--- src/stxd_pkg.sv ---
// stxd_pkg: shared types, character codes and result codes for the stx/etx response deframer
// used by stxd_frame_fsm and stx_etx_response_deframer; depends on nothing else

package stxd_pkg;

	// default sizing
	localparam int CLASSIFY_WINDOW_DEF = 32;
	localparam int MAX_ID_DIGITS_DEF   = 19;

	// framing characters
	localparam logic [7:0] CH_STX   = 8'h02;
	localparam logic [7:0] CH_ETX   = 8'h03;
	localparam logic [7:0] CH_FS    = 8'h1c;
	localparam logic [7:0] CH_EQ    = 8'h3d;
	localparam logic [7:0] CH_COMMA = 8'h2c;
	localparam logic [7:0] CH_CR    = 8'h0d;
	localparam logic [7:0] CH_LF    = 8'h0a;
	localparam logic [7:0] CH_ZERO  = 8'h30;
	localparam logic [7:0] CH_NINE  = 8'h39;

	// result kinds
	localparam logic [1:0] KIND_PAYLOAD = 2'd0;
	localparam logic [1:0] KIND_FRAME   = 2'd1;
	localparam logic [1:0] KIND_ERROR   = 2'd2;

	// response classes
	localparam logic [1:0] CLS_BULK = 2'd0;
	localparam logic [1:0] CLS_KV   = 2'd1;
	localparam logic [1:0] CLS_CSV  = 2'd2;

	// error codes
	localparam logic [2:0] ERR_NONE     = 3'd0;
	localparam logic [2:0] ERR_START    = 3'd1;
	localparam logic [2:0] ERR_ID       = 3'd2;
	localparam logic [2:0] ERR_NO_SEP   = 3'd3;
	localparam logic [2:0] ERR_EMPTY    = 3'd4;

	typedef enum logic [2:0] {
		PH_IDLE    = 3'd0,
		PH_ID      = 3'd1,
		PH_PAYLOAD = 3'd2,
		PH_DROP    = 3'd3,
		PH_SKIP    = 3'd4
	} phase_t;

	// one result of the frame logic towards the output register
	typedef struct packed {
		logic        emit;
		logic [1:0]  kind;
		logic [7:0]  payload_byte;
		logic [63:0] transaction_id;
		logic [1:0]  response_class;
		logic [2:0]  error_code;
	} result_t;

	function automatic logic is_digit(input logic [7:0] c);
		return (c >= CH_ZERO) && (c <= CH_NINE);
	endfunction

	// bytes that leave the class undecided
	function automatic logic is_plain(input logic [7:0] c);
		return is_digit(c) || (c >= 8'h41 && c <= 8'h5a) || (c >= 8'h61 && c <= 8'h7a)
			|| c == 8'h20 || c == 8'h22 || c == 8'h5f || c == 8'h2d;
	endfunction

endpackage

--- src/stx_etx_response_deframer.sv ---
// stx_etx_response_deframer: top level, input register, frame logic and output register
// depends on stxd_pkg and stxd_frame_fsm
// path: an accepted byte is held in the input register, and its result in the output register
// throughput: one byte per cycle unless the output stalls; the frame logic between the input and
//   output registers is combinational, so only a stalled output with a result pending holds input
// reset: arst_n clears both register valids and returns the frame logic to waiting for stx

module stx_etx_response_deframer #(
	parameter int CLASSIFY_WINDOW = stxd_pkg::CLASSIFY_WINDOW_DEF,
	parameter int MAX_ID_DIGITS   = stxd_pkg::MAX_ID_DIGITS_DEF
) (
	input  logic        clk,
	input  logic        arst_n,
	// received byte channel
	input  logic        rx_valid,
	output logic        rx_stall,
	input  logic [7:0]  rx_byte,
	// result channel
	output logic        res_valid,
	input  logic        res_stall,
	output logic [1:0]  kind,
	output logic [7:0]  payload_byte,
	output logic [63:0] transaction_id,
	output logic [1:0]  response_class,
	output logic [2:0]  error_code
);

	// input register stage
	logic       valid_s1;
	logic [7:0] byte_s1;

	// frame logic result for the byte held in stage one
	stxd_pkg::result_t res;

	logic out_free;   // output register can take a transaction this cycle
	logic step;       // stage one byte is consumed by the frame logic
	logic rx_take;

	// output register
	logic              res_valid_q;
	stxd_pkg::result_t res_q;

	// a byte that yields no result never waits on the output side
	assign out_free = !res_valid_q || !res_stall;
	assign step     = valid_s1 && (!res.emit || out_free);
	assign rx_stall = valid_s1 && !step;
	assign rx_take  = rx_valid && !rx_stall;

	always_ff @(posedge clk or negedge arst_n) begin
		if (!arst_n) begin
			valid_s1 <= 1'b0;
		end else if (rx_take) begin
			valid_s1 <= 1'b1;
		end else if (step) begin
			valid_s1 <= 1'b0;
		end
	end

	// payload of stage one needs no reset
	always_ff @(posedge clk) begin
		if (rx_take) begin
			byte_s1 <= rx_byte;
		end
	end

	stxd_frame_fsm #(
		.CLASSIFY_WINDOW (CLASSIFY_WINDOW),
		.MAX_ID_DIGITS   (MAX_ID_DIGITS)
	) u_fsm (
		.clk     (clk),
		.arst_n  (arst_n),
		.step    (step),
		.rx_byte (byte_s1),
		.res     (res)
	);

	// output register: loads when a result is produced, clears once taken
	always_ff @(posedge clk or negedge arst_n) begin
		if (!arst_n) begin
			res_valid_q <= 1'b0;
		end else if (step && res.emit) begin
			res_valid_q <= 1'b1;
		end else if (!res_stall) begin
			res_valid_q <= 1'b0;
		end
	end

	always_ff @(posedge clk) begin
		if (step && res.emit) begin
			res_q <= res;
		end
	end

	assign res_valid      = res_valid_q;
	assign kind           = res_q.kind;
	assign payload_byte   = res_q.payload_byte;
	assign transaction_id = res_q.transaction_id;
	assign response_class = res_q.response_class;
	assign error_code     = res_q.error_code;

endmodule

--- src/stxd_frame_fsm.sv ---
// stxd_frame_fsm: frame state, id accumulation and payload classification, one byte per step
// depends on stxd_pkg

module stxd_frame_fsm #(
	parameter int CLASSIFY_WINDOW = stxd_pkg::CLASSIFY_WINDOW_DEF,
	parameter int MAX_ID_DIGITS   = stxd_pkg::MAX_ID_DIGITS_DEF
) (
	input  logic                clk,
	input  logic                arst_n,
	input  logic                step,
	input  logic [7:0]          rx_byte,
	output stxd_pkg::result_t   res
);

	localparam int PW = $clog2(CLASSIFY_WINDOW + 1);
	localparam int CW = $clog2(MAX_ID_DIGITS + 1);

	stxd_pkg::phase_t phase_q, phase_d;
	logic [63:0]      acc_q, acc_d;
	logic [CW-1:0]    cnt_q, cnt_d;
	logic [PW-1:0]    pos_q, pos_d;
	logic [1:0]       cls_q, cls_d;
	logic             dec_q, dec_d;
	logic [2:0]       err_q, err_d;

	logic [63:0] acc_next;
	logic        digit;

	assign digit    = stxd_pkg::is_digit(rx_byte);
	assign acc_next = {acc_q[60:0], 3'b000} + {acc_q[62:0], 1'b0}
		+ {60'd0, rx_byte[3:0]};

	always_ff @(posedge clk or negedge arst_n) begin
		if (!arst_n) begin
			phase_q <= stxd_pkg::PH_IDLE;
			acc_q   <= '0;
			cnt_q   <= '0;
			pos_q   <= '0;
			cls_q   <= stxd_pkg::CLS_BULK;
			dec_q   <= 1'b0;
			err_q   <= stxd_pkg::ERR_NONE;
		end else if (step) begin
			phase_q <= phase_d;
			acc_q   <= acc_d;
			cnt_q   <= cnt_d;
			pos_q   <= pos_d;
			cls_q   <= cls_d;
			dec_q   <= dec_d;
			err_q   <= err_d;
		end
	end

	always_comb begin
		phase_d = phase_q;
		acc_d   = acc_q;
		cnt_d   = cnt_q;
		pos_d   = pos_q;
		cls_d   = cls_q;
		dec_d   = dec_q;
		err_d   = err_q;
		res     = '0;
		unique case (phase_q)
			stxd_pkg::PH_ID: begin
				if (digit) begin
					if (cnt_q >= CW'(MAX_ID_DIGITS)) begin
						err_d   = stxd_pkg::ERR_ID;
						phase_d = stxd_pkg::PH_SKIP;
					end else begin
						acc_d = acc_next;
						cnt_d = cnt_q + CW'(1);
					end
				end else if (rx_byte == stxd_pkg::CH_FS && cnt_q != '0) begin
					phase_d = stxd_pkg::PH_PAYLOAD;
				end else begin
					err_d = (cnt_q == '0) ? stxd_pkg::ERR_ID : stxd_pkg::ERR_NO_SEP;
					if (rx_byte == stxd_pkg::CH_ETX) begin
						phase_d        = stxd_pkg::PH_IDLE;
						res.emit       = 1'b1;
						res.kind       = stxd_pkg::KIND_ERROR;
						res.error_code = err_d;
					end else begin
						phase_d = stxd_pkg::PH_SKIP;
					end
				end
			end
			stxd_pkg::PH_PAYLOAD: begin
				res.emit = 1'b1;
				if (rx_byte == stxd_pkg::CH_ETX) begin
					phase_d = stxd_pkg::PH_IDLE;
					if (pos_q == '0) begin
						res.kind       = stxd_pkg::KIND_ERROR;
						res.error_code = stxd_pkg::ERR_EMPTY;
					end else begin
						res.kind           = stxd_pkg::KIND_FRAME;
						res.transaction_id = acc_q;
						res.response_class = dec_q ? cls_q : stxd_pkg::CLS_BULK;
					end
				end else begin
					res.kind         = stxd_pkg::KIND_PAYLOAD;
					res.payload_byte = rx_byte;
					// classification over the opening window of the payload
					if (!dec_q && pos_q < PW'(CLASSIFY_WINDOW)) begin
						if (pos_q == '0) begin
							if (rx_byte == stxd_pkg::CH_EQ || rx_byte == stxd_pkg::CH_COMMA) begin
								cls_d = stxd_pkg::CLS_BULK;
								dec_d = 1'b1;
							end
						end else if (rx_byte == stxd_pkg::CH_EQ) begin
							cls_d = stxd_pkg::CLS_KV;
							dec_d = 1'b1;
						end else if (rx_byte == stxd_pkg::CH_COMMA
							|| rx_byte == stxd_pkg::CH_CR || rx_byte == stxd_pkg::CH_LF) begin
							cls_d = stxd_pkg::CLS_CSV;
							dec_d = 1'b1;
						end else if (!stxd_pkg::is_plain(rx_byte)) begin
							cls_d = stxd_pkg::CLS_BULK;
							dec_d = 1'b1;
						end
						pos_d = pos_q + PW'(1);
					end
				end
			end
			stxd_pkg::PH_SKIP: begin
				if (rx_byte == stxd_pkg::CH_ETX) begin
					phase_d        = stxd_pkg::PH_IDLE;
					res.emit       = 1'b1;
					res.kind       = stxd_pkg::KIND_ERROR;
					res.error_code = err_q;
				end
			end
			stxd_pkg::PH_DROP: begin
				if (rx_byte == stxd_pkg::CH_STX) begin
					phase_d = stxd_pkg::PH_ID;
					acc_d   = '0;
					cnt_d   = '0;
					pos_d   = '0;
					cls_d   = stxd_pkg::CLS_BULK;
					dec_d   = 1'b0;
					err_d   = stxd_pkg::ERR_NONE;
				end
			end
			default: begin
				if (rx_byte == stxd_pkg::CH_STX) begin
					phase_d = stxd_pkg::PH_ID;
					acc_d   = '0;
					cnt_d   = '0;
					pos_d   = '0;
					cls_d   = stxd_pkg::CLS_BULK;
					dec_d   = 1'b0;
					err_d   = stxd_pkg::ERR_NONE;
				end else begin
					phase_d        = stxd_pkg::PH_DROP;
					res.emit       = 1'b1;
					res.kind       = stxd_pkg::KIND_ERROR;
					res.error_code = stxd_pkg::ERR_START;
				end
			end
		endcase
	end

	a_payload_only_in_frame: assert property (@(posedge clk) disable iff (!arst_n)
		res.emit && res.kind == stxd_pkg::KIND_PAYLOAD |-> phase_q == stxd_pkg::PH_PAYLOAD)
		else $error("payload transaction outside a frame payload");

	a_error_has_code: assert property (@(posedge clk) disable iff (!arst_n)
		res.emit && res.kind == stxd_pkg::KIND_ERROR |-> res.error_code != stxd_pkg::ERR_NONE)
		else $error("error transaction without an error code");

	a_drop_holds: assert property (@(posedge clk) disable iff (!arst_n)
		step && phase_q == stxd_pkg::PH_DROP && rx_byte != stxd_pkg::CH_STX
		|=> phase_q == stxd_pkg::PH_DROP)
		else $error("left drop phase without a start byte");

	a_digit_count_bound: assert property (@(posedge clk) disable iff (!arst_n)
		cnt_q <= CW'(MAX_ID_DIGITS))
		else $error("id digit count beyond limit");

	a_window_bound: assert property (@(posedge clk) disable iff (!arst_n)
		pos_q <= PW'(CLASSIFY_WINDOW))
		else $error("payload position beyond classify window");

endmodule
--- config.mk ---
export PLATFORM = sky130hd
export DESIGN_NAME = stx_etx_response_deframer
export DESIGN_NICKNAME = d
export VERILOG_FILES = /design/src/stxd_pkg.sv /design/src/stx_etx_response_deframer.sv /design/src/stxd_frame_fsm.sv
export SDC_FILE = /design/constraint.sdc
export NUM_CORES = 1
export LEC_CHECK = 0
export ABC_AREA = 1
export ABC_CLOCK_PERIOD_IN_PS = 4850
export BUFFER_PORTS_ARGS = -buffer_cell sky130_fd_sc_hd__buf_2
export CELL_PAD_IN_SITES_DETAIL_PLACEMENT = 0
export CELL_PAD_IN_SITES_GLOBAL_PLACEMENT = 2
export CORE_MARGIN = 5
export CORE_UTILIZATION = 35
export DETAILED_ROUTE_END_ITERATION = 7
export PLACE_DENSITY_LB_ADDON = 0.1
export SETUP_SLACK_MARGIN = 0.4
export SYNTH_ARGS = -nofsm -noshare
export SYNTH_HDL_FRONTEND = slang
export SYNTH_SLANG_ARGS = --single-unit
--- constraint.sdc ---
create_clock -name clk -period 4.85 [get_ports clk]
set_input_delay 1.2125 -clock clk [delete_from_list [all_inputs] [get_ports clk]]
set_output_delay 1.2125 -clock clk [all_outputs]
set_load 0.01 [all_outputs]
Word-level counts from Yosys, hierarchy flattened
Index checks and enable logic that the tools add are counted.

Add/sub/neg operators: 4. Multiplexer cells: 63. Magnitude comparators: 8. Bitwise operators: 5. Equality and inequality tests: 26. Reduce and logical (&&, ||, !) cells: 42.

Operators with widths (number): 64-bit two-way mux (3); 64-bit case mux with 2 select lines (1); 64-bit by 4-bit adder with 64-bit output (1); 64-bit adder (1); 3-bit two-way mux (20); 8-bit by 6-bit == test with 1-bit output (second input constant) (5); 3-bit case mux with 4 select lines (2); 2-bit two-way mux (11); 6-bit two-way mux (3); 8-bit by 2-bit == test with 1-bit output (second input constant) (2); 8-bit by 4-bit == test with 1-bit output (second input constant) (2); 8-bit by 7-bit >= comparator with 1-bit output (second input constant) (2); 8-bit by 7-bit <= comparator with 1-bit output (second input constant) (2); 5-bit two-way mux (3); 5-bit AND reduction (3); 1-bit two-way mux (14); 6-bit case mux with 2 select lines (1); 1-bit logical OR (11); 2-bit by 1-bit inequality test with 1-bit output (second input constant) (5); 5-bit case mux with 2 select lines (1); 1-bit logical AND (9); 3-bit case mux with 3 select lines (1); 8-bit by 5-bit == test with 1-bit output (second input constant) (1); 8-bit by 7-bit == test with 1-bit output (second input constant) (1); other kinds (27) (43).

Register bits after elaboration: 173. Word-level logic and storage cells: 163.

Longest topological paths before layout
Word-level depth: 15. Depth in mapped cells: 17.

Modules after synthesis
From an unflattened synthesis, not the netlist that was laid out.

Cells, all modules: 1930. Area, all modules: 13335.3 um^2.

By module, submodules not included: stxd_frame_fsm (area an instance 10616.4 um^2, seq. area each 2077.0 um^2, cells an instance 1829, instances 1); stx_etx_response_deframer (area an instance 2718.9 um^2, seq. area each 2662.6 um^2, cells an instance 101, instances 1).

Worst setup path before layout
No wires, ideal clock.

Path kind: input-to-reg. Start: input port res_stall. End: register res_q, in the netlist error_code[0] (enable). Data required time: 4.417 ns. Buffers on the path: 0. Library setup time: 0.433 ns. Cell stages on the path: 5. Path slack: 1.207 ns. Data arrival time: 3.210 ns. Cell sequence: nand2_1 > inv_1 > a21oi_1 > nand2_1 > inv_1.

Cells in the longest elaborated chain, start to end: 5.

Ends and longest elaborated chain: start, declared (RTL line stx_etx_response_deframer.sv:20) `input logic res_stall,`; 1-bit zero test; 1-bit logical OR (RTL line stx_etx_response_deframer.sv:44) `assign out_free = !res_valid_q || !res_stall;`; 1-bit logical OR (RTL line stx_etx_response_deframer.sv:45) `assign step = valid_s1 && (!res.emit || out_free);`; 1-bit logical AND (RTL line stx_etx_response_deframer.sv:45); 1-bit logical AND (RTL line stx_etx_response_deframer.sv:89) `if (step && res.emit) begin`; end signal, assigned (RTL line stx_etx_response_deframer.sv:90) `res_q <= res;`; end, declared (RTL line stx_etx_response_deframer.sv:41) `stxd_pkg::result_t res_q;`.

No other way between the ends. A chain may end at the register's enable or synchronous reset.

Final worst setup path
Start: register byte_s1[1]. End: output port rx_stall.

Cells in the longest elaborated chain, start to end: 10. Elaborated cells between the ends (all ways): 17. Those cells by class: order compare: 2; eq/ne: 3; mux: 5; reduce/logical: 7.

Ends and longest elaborated chain: start, declared (RTL line stx_etx_response_deframer.sv:30) `logic [7:0] byte_s1;`; start signal, assigned (RTL line stx_etx_response_deframer.sv:62) `byte_s1 <= rx_byte;`; parallel branches: the longest is 4 deep, another holds 8-bit by 6-bit >= comparator with 1-bit output; 3-bit case mux with 4 select lines (*) (RTL line stxd_frame_fsm.sv:62) `unique case (phase_q)`; 1-bit zero test (*) (RTL line stx_etx_response_deframer.sv:45); 1-bit logical OR (*) (RTL line stx_etx_response_deframer.sv:45); 1-bit logical AND (*) (RTL line stx_etx_response_deframer.sv:45); 1-bit zero test (*) (RTL line stx_etx_response_deframer.sv:46) `assign rx_stall = valid_s1 && !step;`; 1-bit logical AND (*) (RTL line stx_etx_response_deframer.sv:46); end, declared (RTL line stx_etx_response_deframer.sv:16) `output logic rx_stall,`.

Mark *: on every way between the ends.

==> results.json <==
{
  "p_int_mw": 3.69,
  "cts_tree": "yes",
  "yosysWarnings": 0,
  "hold_depth": 2,
  "r2r_start": "byte_s1[2]$_DFFE_PP_",
  "crit_family": "simple AND/OR/NAND/NOR gates",
  "r2r_cells": 12,
  "holdPathEnd": "u_fsm.cls_q[0]$_DFFE_PN0P_",
  "power_density_nw_per_um2": 416,
  "final_nets": 2238,
  "fmax_ghz": 0.296,
  "grt_usage_pct": 21.7,
  "netlist_area_sq_um": 13400,
  "dieHeight_microns": 206,
  "path_cells": "nand2_1 -> nor2_1 -> nand2_2 -> nor2_2 -> nor2_1 -> nand3_2 -> nand2_2 -> nor2_1 -> buf_2",
  "layout-drive-gt1-share_pct": 7.25,
  "synthCells": 2000,
  "dieArea_sq_um": 42400,
  "grt_pass1_vias": 12081,
  "synth_most_common_cell": "nand2_1",
  "hold_path.class": "reg2reg",
  "yosysTopAreaCellShare_pct": 21.0,
  "wl_per_cell_microns": 17.0,
  "worst_path_max_delay_cell": "edfxtp_1",
  "ir_drop_v": 0.000289,
  "ctsResizeCount": 0,
  "via_per_inst": 4.64,
  "r2r_end": "u_fsm.acc_q[19]$_DFFE_PN0P_",
  "hp-start": "u_fsm.cls_q[0]$_DFFE_PN0P_",
  "antenna_found_initial": 0,
  "clk_latency_ps": 490,
  "arrival_ps": 2160,
  "synthTopCellsByArea": "nand2_1 21%, edfxtp_1 19%, dfrtp_1 16%",
  "timing.final.ws_setup_ps": 1470,
  "cts_made_buffers": 17,
  "clkPwrFrac_pct": 22.9,
  "port_buffers": 92,
  "hpwl_microns": 36500,
  "chipWidth_microns": 206,
  "row_count": 71,
  "clkTransAtPathRegs_ps": 70,
  "drc": 0,
  "cp.depth": 9,
  "synth_edf_count": 87,
  "setup_viol": 0,
  "core_region_area_sq_um": 37800,
  "cts_sinks": 172,
  "clk_path_buf_depth": 2,
  "yosysTopAreaCell": "nand2_1",
  "crit_top_cell": "nor2_1",
  "synth.avg_cell_area_sq_um": 6.72,
  "overflow": 0,
  "status": "finished clean",
  "p_sw_mw": 2.59,
  "clock-root-buffer": "clkbuf_16",
  "combPwrFrac_pct": 39.8,
  "wl_microns": 44700,
  "period_needed_ps": 3380,
  "fin_setup_tns_ps": 0,
  "dr.pass1.iters": 5,
  "slew_headroom_pct": 41.0,
  "grt_pass1_wl_microns": 69500,
  "postCtsSetupRepairBufs": 0,
  "rrSetupSlack_ps": 1830,
  "critPathLaunchType": "register",
  "rsz0062_at_grt": "false",
  "leakagePower_nw": 8.63,
  "antenna_cells": 0,
  "synthFlopType": "edfxtp_1",
  "place_worst_setup_slack_ps": 1610,
  "crit_path_end_kind": "primary output",
  "cts_hold_buf": 0,
  "ys_ff_latch": 172,
  "cp_num_buf_inv": 1,
  "hold_viol_final": 0,
  "worst_ep_required_time_ps": 3640,
  "worstPathMaxFanout": 7,
  "drv_slew": 0,
  "synth_common_cells": "752 x nand2_1, 399 x inv_1, 201 x nor2_1, 126 x ha_1, 107 x nand3_1",
  "ys_seq_area_share_pct": 35.3,
  "start_util_pct": 35.6,
  "worst-setup-path-type": "reg2out",
  "vias": 12170,
  "worst_pin_slew_ps": 885,
  "yosysUniqueCellTypes": 33,
  "io-pin-count": 93,
  "gp_congestion": 0.958,
  "max_cap_violations": 0,
  "synthArstFlopShare_pct": 49.4,
  "power_frac_seq_pct": 37.3,
  "cpPeakStageDelay_ps": 510,
  "syn_nets": 2140,
  "ant_nets": 0,
  "syn_to_final_growth_pct": 12.3,
  "switching_share_pct": 41.2,
  "grt_max_degree": 57,
  "period_share_pct": 69.6,
  "htreeDepth": 4,
  "drtIter0Drc": 683,
  "clock_skew_ps": 21.3
}
-- worst max-delay path by stage --
stage	to	from	slack (ps)
detailed placement	u_fsm.acc_q[19]$_DFFE_PN0P_	res_stall	1610
global route	rx_stall	byte_s1[1]$_DFFE_PP_	1240
global placement	u_fsm.acc_q[24]$_DFFE_PN0P_	res_stall	1700
CTS	rx_stall	byte_s1[1]$_DFFE_PP_	1410
floorplan	error_code[0]$_DFFE_PP_	res_stall	1210
finish	rx_stall	byte_s1[1]$_DFFE_PP_	1470
-- power groups by stage --
stage / clock network, mW / registers (mW) / logic (mW)
global route: 1.54 / 2.39 / 2.82
CTS: 1.49 / 2.35 / 2.53
global placement: 0 / 2.37 / 2.52
finish: 1.44 / 2.34 / 2.50
detailed placement: 0 / 2.37 / 2.52
floorplan: 0 / 2.46 / 1.51
-- kinds of logic (layout without fill, tap and decap cells) --
family	after synthesis	count (layout)	synth area share [%]
and+or+nand+nor	1127	1127	34.0
buffers and inverters	430	541	12.2
DFF	172	172	35.3
adders and majority gates	128	128	12.0
AOI/OAI and AO/OA	107	107	4.12
xor gates and xnor gates	36	36	2.35
-- worst min-delay path: stages (launching register included) --
cell and delay, ps:
dfrtp_1 350, nand2_1 50, o21ai_0 50
-- final cells by class --
class | instances | area [sq um]
multi-input cells | 1398 | 7050
clock buffers | 21 | 450
inverters | 411 | 1540
repair buffers | 98 | 520
clock inverters | 11 | 135
flip-flops and latches | 172 | 4740
well taps | 511 | 639
fillers | 4106 | 22700
-- registers in the layout (all words and copies together) (netlist names), 2 cells and up --
register	flops
byte_s1	8
error_code	3
kind	2
payload_byte	8
response_class	2
transaction_id	64
u_fsm.acc_q	64
u_fsm.cls_q	2
u_fsm.cnt_q	5
u_fsm.err_q	2
u_fsm.phase_q	3
u_fsm.pos_q	6
-- layer usage --
layer  global-route usage, %  vias to the layer above  wire [microns]
met5                       0                        -               0
met4                    5.42                        0             801
met3                    3.95                       39            1850
met2                    35.6                      211           20300
met1                    29.7                     5578           21700
li1                        -                     6342               -
-- placed cells by master (no fill, tap or decap), types with 2 or more instances in the layout --
cell type | netlist | routed
clkinv_2 | 0 | 2
o21bai_1 | 4 | 4
edfxtp_1 | 87 | 87
xor2_1 | 32 | 32
fa_1 | 2 | 2
nand3_2 | 2 | 2
inv_1 | 399 | 398
nand3_1 | 107 | 107
nor4_1 | 5 | 5
clkinvlp_4 | 0 | 2
nand3_4 | 2 | 2
nor2_2 | 3 | 3
nor3_1 | 16 | 16
inv_6 | 0 | 3
o21ai_0 | 21 | 21
nand4_1 | 17 | 17
or2_2 | 2 | 2
and3_1 | 3 | 3
buf_4 | 3 | 6
a21oi_1 | 47 | 47
dfrtp_1 | 85 | 85
and2_1 | 3 | 3
nand2_1 | 752 | 752
buf_2 | 10 | 91
o21ai_1 | 32 | 32
clkbuf_1 | 6 | 3
nand3b_1 | 10 | 10
bufinv_16 | 0 | 2
nand2_2 | 3 | 3
clkbuf_16 | 0 | 17
clkinv_4 | 0 | 2
xnor2_1 | 4 | 4
nor2_1 | 201 | 201
inv_2 | 12 | 12
ha_1 | 126 | 126
-- per-stage QoR --
step           utilization (%)  total power [mW]  std cells  hold WS [ps]  cell area (sq um)
5_1_grt                   39.9              6.76       2622           493              15100
3_3_place_gp              38.4              4.89       2590           463              14500
2_1_floorplan                -              3.96       2000           446              13400
4_1_cts                   39.9              6.37       2622           485              15100
6_report                  39.9              6.28       2622           484              15100
3_5_place_dp              38.4              4.89       2590           468              14500
(Power assumes the default switching activity.)
